`src/rtl/lbwp_pkg.sv`:
```
// ----------------------------------------------------------------------------
// Least-busy weighted picker - package
// Field widths, action codes and the sequencer state type.
// ----------------------------------------------------------------------------
package lbwp_pkg;

	// item field widths
	localparam int IDX_W    = 3;
	localparam int WEIGHT_W = 7;
	localparam int GROUP_W  = 4;
	localparam int LOAD_W   = 16;
	localparam int CREDIT_W = 16;

	// class key is {group, standby}, standby after active within a group
	localparam int KEY_W = GROUP_W + 1;

	// shared adder width, wide enough for credit plus or minus any total
	localparam int ADD_W = CREDIT_W + 2;

	// action codes
	localparam logic ACTION_WRITE = 1'b0;
	localparam logic ACTION_PICK  = 1'b1;

	// sequencer states
	typedef enum logic [1:0] {
		ST_IDLE,
		ST_CLASS,
		ST_SCAN,
		ST_COMMIT
	} lbwp_state_t;

endpackage

```
`src/rtl/least_busy_weighted_picker.sv`:
```
// ----------------------------------------------------------------------------
// Least-busy weighted picker
// Server table with weights, priority groups and credits; a pick item
// chooses the least loaded usable server of the first non-empty class.
// ----------------------------------------------------------------------------
// channel  | handshake          | fields
// ---------+--------------------+---------------------------------------------
// item in  | start & !busy      | action, server_index, weight, priority_set,
//          |                    | is_standby, is_usable, outstanding
// result   | done (one cycle)   | found, picked_index
//
// A write item completes at its accepting edge; busy stays low and no result
// follows. A pick item holds busy through a class pass over the table (D =
// table depth, 8 by default) to find the first class with a usable member, a
// scan pass to raise credits and compare loads, and a commit that charges the
// winner. The sequencer walks the table one entry a cycle through a single
// shared adder. With nothing usable the pick ends after the class pass. done
// pulses in the first cycle with busy low again.
// Reset clears the table and the sequencer; the receiver cannot stall.
// ----------------------------------------------------------------------------
module least_busy_weighted_picker #(
	parameter int NUM_SERVERS = 8
) (
	input  logic                          clk,
	input  logic                          arst_n,
	input  logic                          start,
	output logic                          busy,
	input  logic                          action,
	input  logic [lbwp_pkg::IDX_W-1:0]    server_index,
	input  logic [lbwp_pkg::WEIGHT_W-1:0] weight,
	input  logic [lbwp_pkg::GROUP_W-1:0]  priority_set,
	input  logic                          is_standby,
	input  logic                          is_usable,
	input  logic [lbwp_pkg::LOAD_W-1:0]   outstanding,
	output logic                          done,
	output logic                          found,
	output logic [lbwp_pkg::IDX_W-1:0]    picked_index
);
	import lbwp_pkg::*;

	// the index field reaches eight servers, entries above stay unusable
	localparam int DEPTH = (NUM_SERVERS < (1 << IDX_W)) ? NUM_SERVERS : (1 << IDX_W);
	localparam int IW    = (DEPTH > 1) ? $clog2(DEPTH) : 1;
	localparam int SUM_W = WEIGHT_W + IW;

	// server table
	logic [WEIGHT_W-1:0]        weight_q   [DEPTH];
	logic [GROUP_W-1:0]         group_q    [DEPTH];
	logic                       standby_q  [DEPTH];
	logic                       usable_q   [DEPTH];
	logic [LOAD_W-1:0]          load_q     [DEPTH];
	logic signed [CREDIT_W-1:0] credit_q   [DEPTH];

	// sequencer and search registers
	lbwp_state_t                state_q, state_d;
	logic [IW-1:0]              cnt_q;
	logic                       any_q;
	logic [KEY_W-1:0]           key_q;
	logic                       have_best_q;
	logic [IW-1:0]              best_idx_q;
	logic [LOAD_W-1:0]          best_load_q;
	logic signed [CREDIT_W-1:0] best_credit_q;
	logic [SUM_W-1:0]           sum_q;
	logic                       done_q, found_q;
	logic [IDX_W-1:0]           picked_q;

	// datapath signals
	logic                       accept, wr_en, pick_go, cnt_last;
	logic [IW-1:0]              rd_idx;
	logic [KEY_W-1:0]           cur_key;
	logic                       cur_usable, key_take, in_class, best_take;
	logic                       any_d;
	logic [KEY_W-1:0]           key_d;
	logic signed [ADD_W-1:0]    add_a, add_b, add_sum;
	logic signed [CREDIT_W-1:0] sat_out;

	assign accept   = start && !busy;
	assign wr_en    = accept && (action == ACTION_WRITE) && (32'(server_index) < NUM_SERVERS);
	assign pick_go  = accept && (action == ACTION_PICK);
	assign cnt_last = (cnt_q == IW'(DEPTH - 1));
	assign busy     = (state_q != ST_IDLE);

	// credit read index: winner during commit, scan entry otherwise
	assign rd_idx     = (state_q == ST_COMMIT) ? best_idx_q : cnt_q;
	assign cur_key    = {group_q[cnt_q], standby_q[cnt_q]};
	assign cur_usable = usable_q[cnt_q];

	// class search: lowest key among usable servers
	assign key_take = cur_usable && (!any_q || (cur_key < key_q));
	assign any_d    = any_q || cur_usable;
	assign key_d    = key_take ? cur_key : key_q;

	// shared saturating adder: credit plus weight, or credit minus class total
	always_comb begin
		add_a = ADD_W'(credit_q[rd_idx]);
		if (state_q == ST_COMMIT) begin
			add_b = -$signed({{(ADD_W - SUM_W){1'b0}}, sum_q});
		end else begin
			add_b = $signed({{(ADD_W - WEIGHT_W){1'b0}}, weight_q[cnt_q]});
		end
		add_sum = add_a + add_b;
		if (add_sum[ADD_W-1:CREDIT_W-1] == '0 || add_sum[ADD_W-1:CREDIT_W-1] == '1) begin
			sat_out = add_sum[CREDIT_W-1:0];
		end else if (add_sum[ADD_W-1]) begin
			sat_out = {1'b1, {(CREDIT_W - 1){1'b0}}};
		end else begin
			sat_out = {1'b0, {(CREDIT_W - 1){1'b1}}};
		end
	end

	// winner compare: fewer outstanding, then larger raised credit, then lower index
	assign in_class  = cur_usable && (cur_key == key_q);
	assign best_take = in_class && (!have_best_q || (load_q[cnt_q] < best_load_q) ||
		((load_q[cnt_q] == best_load_q) && (sat_out > best_credit_q)));

	// next state
	always_comb begin
		state_d = state_q;
		case (state_q)
			ST_IDLE: begin
				if (pick_go) state_d = ST_CLASS;
			end
			ST_CLASS: begin
				if (cnt_last) state_d = any_d ? ST_SCAN : ST_IDLE;
			end
			ST_SCAN: begin
				if (cnt_last) state_d = ST_COMMIT;
			end
			ST_COMMIT: begin
				state_d = ST_IDLE;
			end
			default: begin
				state_d = ST_IDLE;
			end
		endcase
	end

	always_ff @(posedge clk or negedge arst_n) begin
		if (!arst_n) begin
			state_q <= ST_IDLE;
		end else begin
			state_q <= state_d;
		end
	end

	// scan counter and search registers
	always_ff @(posedge clk or negedge arst_n) begin
		if (!arst_n) begin
			cnt_q       <= '0;
			any_q       <= 1'b0;
			have_best_q <= 1'b0;
		end else begin
			case (state_q)
				ST_IDLE: begin
					cnt_q       <= '0;
					any_q       <= 1'b0;
					have_best_q <= 1'b0;
				end
				ST_CLASS: begin
					cnt_q <= cnt_last ? '0 : cnt_q + 1'b1;
					any_q <= any_d;
				end
				ST_SCAN: begin
					cnt_q <= cnt_last ? '0 : cnt_q + 1'b1;
					if (best_take) have_best_q <= 1'b1;
				end
				default: begin
					cnt_q <= '0;
				end
			endcase
		end
	end

	// search payload
	always_ff @(posedge clk) begin
		if (state_q == ST_IDLE) begin
			sum_q <= '0;
		end
		if (state_q == ST_CLASS) begin
			key_q <= key_d;
		end
		if (state_q == ST_SCAN && in_class) begin
			sum_q <= sum_q + SUM_W'(weight_q[cnt_q]);
		end
		if (state_q == ST_SCAN && best_take) begin
			best_idx_q    <= cnt_q;
			best_load_q   <= load_q[cnt_q];
			best_credit_q <= sat_out;
		end
	end

	// server table: record writes and credit updates
	always_ff @(posedge clk or negedge arst_n) begin
		if (!arst_n) begin
			for (int i = 0; i < DEPTH; i++) begin
				weight_q[i]  <= '0;
				group_q[i]   <= '0;
				standby_q[i] <= 1'b0;
				usable_q[i]  <= 1'b0;
				load_q[i]    <= '0;
				credit_q[i]  <= '0;
			end
		end else begin
			if (wr_en) begin
				weight_q[server_index[IW-1:0]]  <= weight;
				group_q[server_index[IW-1:0]]   <= priority_set;
				standby_q[server_index[IW-1:0]] <= is_standby;
				usable_q[server_index[IW-1:0]]  <= is_usable;
				load_q[server_index[IW-1:0]]    <= outstanding;
			end
			if ((state_q == ST_SCAN && in_class) || state_q == ST_COMMIT) begin
				credit_q[rd_idx] <= sat_out;
			end
		end
	end

	// result register
	always_ff @(posedge clk or negedge arst_n) begin
		if (!arst_n) begin
			done_q <= 1'b0;
		end else begin
			done_q <= (state_q == ST_COMMIT) || (state_q == ST_CLASS && cnt_last && !any_d);
		end
	end

	always_ff @(posedge clk) begin
		if (state_q == ST_COMMIT) begin
			found_q  <= 1'b1;
			picked_q <= IDX_W'(best_idx_q);
		end else if (state_q == ST_CLASS && cnt_last && !any_d) begin
			found_q  <= 1'b0;
			picked_q <= '0;
		end
	end

	assign done         = done_q;
	assign found        = found_q;
	assign picked_index = picked_q;

endmodule

```
`config.mk`:
```
export PLATFORM = sky130hd
export DESIGN_NAME = least_busy_weighted_picker
export DESIGN_NICKNAME = d
export VERILOG_FILES = /design/src/rtl/lbwp_pkg.sv /design/src/rtl/least_busy_weighted_picker.sv
export SDC_FILE = /design/constraint.sdc
export NUM_CORES = 1
export LEC_CHECK = 0
export ABC_AREA = 1
export BUFFER_PORTS_ARGS = -buffer_cell sky130_fd_sc_hd__buf_2
export CAP_MARGIN = 15
export CORE_MARGIN = 3
export CORE_UTILIZATION = 26
export DETAILED_ROUTE_END_ITERATION = 8
export PLACE_DENSITY = 0.42
export SETUP_SLACK_MARGIN = 0.15
export SLEW_MARGIN = 20
export SYNTH_ARGS = -nofsm -noshare
export SYNTH_HDL_FRONTEND = slang
export SYNTH_SLANG_ARGS = --single-unit
```
`constraint.sdc`:
```
create_clock -name clk -period 6.54 [get_ports clk]
set_input_delay 0 -clock clk [delete_from_list [all_inputs] [get_ports clk]]
set_output_delay 0 -clock clk [all_outputs]
set_load 0.02 [all_outputs]
```
Word level (Yosys, flattened, before mapping)
Cells that the tools add are included.

cells by class
  $add $sub $neg = 4
  reductions and logical operators = 35
  bitwise gates (word level) = 4
  $lt $le $gt $ge = 8
  equality and inequality tests = 11
  multiplexer cells = 52

operator list
  operator                                                   count
  128-bit bitwise mux                                        2
  16-bit 2-to-1 mux                                          8
  16-bit binary-select mux with 3-bit select                 2
  16-bit demux with 3-bit select                             2
  56-bit bitwise mux                                         1
  32-bit bitwise mux                                         1
  7-bit binary-select mux with 3-bit select                  1
  7-bit demux with 3-bit select                              1
  7-bit 2-to-1 mux                                           3
  10-bit 2-to-1 mux                                          2
  16-bit by 18-bit adder with 18-bit output                  1
  18-bit 2-to-1 mux                                          1
  10-bit negator with 18-bit output                          1
  8-bit bitwise mux                                          2
  16-bit == test                                             1
  16-bit > comparator                                        1
  16-bit less-than comparator                                1
  3-bit 2-to-1 mux                                           5
  1-bit logical AND                                          13
  4-bit binary-select mux with 3-bit select                  1
  4-bit demux with 3-bit select                              1
  4-bit greater-or-equal comparator (second input constant)  3
  4-bit 2-to-1 mux                                           3
  3-bit NOT with 4-bit output                                3
  24 further kinds                                           54

word-level totals
  output and inout port bits = 6
  input bits = 36
  logic and storage cells = 174
  register bits after elaboration = 422

Depth between registers and ports, before layout
  depth in word-level cells = 16
  gate-level depth with buffers = 44
  depth with buffers taken out = 42

Least setup slack after synthesis
OpenSTA, ideal clock, no wires.

  kind = reg2reg
  from = register state_q[0]
  to = register best_credit_q[0], enable pin
  arrival = 5229 ps
  setup slack = 921 ps
  library setup time = 390 ps
  stages on the path, launching flop included = 37
  period minus slack after synthesis = 5619 ps
  path buffers = 4
  required time = 6150 ps
  path through = dfrtp_1 > ha_1 > buf_6 > nand2_2 > nand2_2 > nand2_1 > clkbuf_1 > o22ai_1 > nor2_1 > nand2_1 > inv_1 > ha_1 > inv_1 > fa_1 > inv_1 > nand3_1 > nand2_1 > nand2_1 > nand2_1 > nand2_1 > nand3_1 > nand4_1 > nand2_4 > buf_6 > buf_6 > a21oi_2 > ha_1 > inv_1 > nor2_1 > nand2_1 > nor3_1 > nand2_1 > nand3_1 > nand3_1 > nand2_1 > nand2_1 > inv_1

between the ends
  longest elaborated chain between the ends = 15

RTL lines
  what                                                       RTL line                                                            text
  start, declared                                            least_busy_weighted_picker.sv:55                                    lbwp_state_t state_q, state_d;
  start signal, assigned                                     least_busy_weighted_picker.sv:142                                   state_q <= state_d;
  2-bit == test *                                            least_busy_weighted_picker.sv:84, least_busy_weighted_picker.sv:96
  3-bit 2-to-1 mux                                           least_busy_weighted_picker.sv:84                                    assign rd_idx = (state_q == ST_COMMIT) ? best_idx_q : cnt_q;
  3-bit NOT with 4-bit output (implied by the code)          least_busy_weighted_picker.sv:95                                    add_a = ADD_W'(credit_q[rd_idx]);
  16-bit binary-select mux with 3-bit select                 least_busy_weighted_picker.sv:95
  16-bit 2-to-1 mux (implied by the code) (2 in a row)       least_busy_weighted_picker.sv:95
  16-bit by 18-bit adder with 18-bit output *                least_busy_weighted_picker.sv:101                                   add_sum = add_a + add_b;
  3-bit == test / 3-bit logical NOT (equally long branches)  least_busy_weighted_picker.sv:102                                   if (add_sum[ADD_W-1:CREDIT_W-1] == '0 || add_sum[ADD_W-1:CREDIT_W-1] == '1) begin
  1-bit logical OR                                           least_busy_weighted_picker.sv:102
  16-bit 2-to-1 mux *                                        least_busy_weighted_picker.sv:102
  net sat_out[13]                                            least_busy_weighted_picker.sv:75                                    logic signed [CREDIT_W-1:0] sat_out;
  16-bit > comparator *                                      least_busy_weighted_picker.sv:114                                   ((load_q[cnt_q] == best_load_q) && (sat_out > best_credit_q)));
  1-bit logical AND *                                        least_busy_weighted_picker.sv:114
  1-bit logical OR *                                         least_busy_weighted_picker.sv:113                                   assign best_take = in_class && (!have_best_q || (load_q[cnt_q] < best_load_q) ||
  1-bit logical AND *                                        least_busy_weighted_picker.sv:113
  1-bit logical AND *                                        least_busy_weighted_picker.sv:185                                   if (state_q == ST_SCAN && best_take) begin
  end signal, assigned                                       least_busy_weighted_picker.sv:188                                   best_credit_q <= sat_out;
  end, declared                                              least_busy_weighted_picker.sv:62                                    logic signed [CREDIT_W-1:0] best_credit_q;

Mark *: on every way through the listed nets, which the timed path passes. The rest lies on a longest branch. The select of a mux whose other input is x is not followed.
A chain may end at the register's enable or synchronous reset.

Final worst setup path
  from = register state_q[0]
  to = register best_credit_q[14], enable pin

The elaborated chain is that of the path after synthesis.

==> metrics.md <==
| Metric | Value |
|---|---|
| CP most frequent cell | nand2_1 |
| Final period utilization | 0.886 |
| Layout cells sized above 1 | 0.0995 |
| Die height | 292 µm |
| Inserted Diodes | 0 |
| CTS H-Tree Depth | 2 |
| Dpl hpwl | 40.4 mm |
| R2r startpoint | state_q[0] |
| Clk slew on worst S/H paths | 0.06 ns |
| Overflow after GRT | 0 |
| Rel. slew slack | 0.323 |
| CTS tree | built |
| Sequential area share after synthesis | 0.509 |
| Final setup vio count | 0 |
| Most common cell after layout, fill and taps aside | nand2_1 |
| Synth Instances | 2,528 |
| R2r setup slk | 0.75 ns |
| Site Rows | 104 |
| Status | complete, no violations |
| RSZ-0062 raised after global routing | false |
| Clock buffer count from CTS | 51 |
| Per-cell routed wire length | 17.9 µm |
| Clock sinks | 422 |
| Setup TNS | 0 ns |
| Routed WL | 65.6 mm |
| Critical Path RT | 6.81 ns |
| Register-to-Register Path Depth | 39 |
| Netlist Area Pre-Place | 21,300 µm² |
| Count of state elements after synthesis | 422 |
| Startpoint types | flop |
| Worst R2R End | best_credit_q[14] |
| Die Wd | 292 µm |
| Tmin final | 5.79 ns |
| Net Count, Synth | 2,634 |
| Share of flip-flops with an asynchronous set or reset | 0.872 |
| Core area | 80,800 µm² |
| Vias in the first global route | 17,300 |
| Initial Util | 0.263 |
| Layout filler cell count | 8,549 |
| Antenna violations before repair | 0 |
| EDFF count, synth | 53 |
| Slowest cell on the critical path | dfrtp_1 |
| Max Freq | 173 MHz |
| Fin nets | 2,668 |
| First-pass GRT wire length | 103 mm |
| Most frequent cells in the layout | nand2_1 (690), dfrtp_1 (365), o21ai_0 (361) |
| Largest net degree at the start of global routing | 133 |
| Critical path class | flop to flop |
| Via count | 17,300 |
| Final-report max-slew violation count | 0 |
| CTS Buffer Depth | 3 |
| WHS Endpoint | load_q[12] |
| Remaining antenna violation count | 0 |
| Synth Flop Type | dfrtp_1 |
| Hold Violations, Final | 0 |
| Worst Hold Depth | 3 |
| Critical Path AT | 6.06 ns |
| CP max stage delay | 0.40 ns |
| Tightest Pin Transition | 1.02 ns |
| Port Buf Inserts | 41 |
| Pre-antenna DRT Iters | 7 |
| Clock root buffer | clkbuf_16 |
| Yosys warning total | 0 |
| Vias/cell | 4.74 |
| Max_cap viols | 0 |
| Syn_area_per_cell | 8.41 µm² |
| I/O Pins | 42 |
| Die footprint | 85,300 µm² |
| Area growth, synth to finish | 15.5% |
| Post-synth cell types | 56 |
| Min-delay src | server_index[0] |
| Drt drc | 0 |
| Hold slack | 0.0413 ns |
| Worst Path Max Fanout | 19 |
| Final Skew | 0.0335 ns |
| GPL Wtd Cong | 0.846 |
| Total track usage | 0.154 |
| Starting DRT DRC Count | 1,393 |
| Critical Path End Type | flop |
| Hold Crit Class | primary input to flop |
| Clk_lat worst skew | 0.61 ns |
==> worst max-delay path, delay by kind of cell (launching register included) <==
family                     cells  cell delay, ns
adders and majority gates      3            0.89
and+or+nand+nor               18            1.69
AOI/OAI and AO/OA              7            0.89
buffers and inverters         11            1.58
DFF                            1            0.40
==> registers in the layout, indices dropped and copies added (netlist names), 3 cells and up, named ones only <==
name	flops
load_q	128
best_idx_q	3
usable_q	8
best_credit_q	16
standby_q	8
group_q	32
picked_index	3
weight_q	56
cnt_q	3
credit_q	128
best_load_q	16
sum_q	10
key_q	5
==> kinds of logic (layout without fill, tap and decap cells) <==
family / after synthesis / in the layout / synth area share
simple gates: 1143 / 1143 / 0.231
compound gates: 560 / 560 / 0.145
flops: 422 / 422 / 0.509
buf+inv: 315 / 389 / 0.0662
fa+ha+maj: 70 / 70 / 0.0419
xor+xnor: 18 / 18 / 0.00741
==> how the worst max path moves through the flow <==
stage / start / endpoint / slack [ns] / cells past startpoint
CTS: cnt_q[2] / best_credit_q[10] / 0.17 / 34
global route: state_q[0] / best_credit_q[14] / 0.18 / 39
floorplan: state_q[0] / best_credit_q[0] / 0.92 / 36
finish: state_q[0] / best_credit_q[14] / 0.75 / 39
global placement: cnt_q[2] / best_credit_q[10] / 0.25 / 33
detailed placement: cnt_q[2] / best_credit_q[10] / 0.22 / 33
==> cell type report <==
cell class,instances,area [µm²],share of cell area
Sequential cell,422,10800,0.441
Tap cell,1060,1330,0.0540
Timing Repair Buffer,117,947,0.0386
Clock inverter,18,185,0.00754
Inverter,179,694,0.0283
Clock buffer,75,1500,0.0609
Multi-Input combinational cell,1791,9090,0.370
==> cell usage after synthesis, drive strengths merged, types with 2 or more instances <==
cell       n  area, µm²
buf       46        379
nor3       7       40.0
or2       11       68.8
edfxtp    53       1590
o22ai     62        388
xnor2      8       70.1
a21oi     72        398
o22a       5       43.8
inv      179        687
nor2     222        986
nand3    165        841
a32o       7       70.1
ha        68        851
xor2      10       87.6
dfrtp    368       9210
a31oi     24        150
o21ai    369       1860
a22oi      2       15.0
nor4       2       12.5
o211ai     3       22.5
o2111ai    7       61.3
fa         2       40.0
nand4     14        103
clkbuf    90        342
nand2    720       2850
==> repair_timing <==
| action | in CTS | in global routing |
|---|---|---|
| endpoints found under the hold margin | 341 | 0 |
| gates resized for setup | 0 | 16 |
| hold buffers | 32 | 0 |
| endpoints found under the setup margin | 0 | 36 |
| buffers inserted | 0 | 6 |
==> stage by stage <==
stage | util | worst slack [ns] | instances | cell area, µm²
floorplan | - | 0.921 | 2528 | 21300
global placement | 0.278 | 0.246 | 3530 | 22400
detailed placement | 0.278 | 0.225 | 3530 | 22400
CTS | 0.302 | 0.173 | 3655 | 24400
global route | 0.304 | 0.175 | 3662 | 24600
finish | 0.304 | 0.745 | 3662 | 24600
==> layer usage <==
| metal | track usage | share of wire | wire length, µm |
|---|---|---|---|
| met2 | 0.244 | 0.45 | 29500 |
| met4 | 0.0468 | 0.028 | 1830 |
| met1 | 0.218 | 0.48 | 31400 |
| met5 | 0 | 0 | 0 |
| met3 | 0.0209 | 0.044 | 2860 |
Power is not shown: default switching activity piles up to over one toggle a cycle in this logic, so the estimate is an artifact.
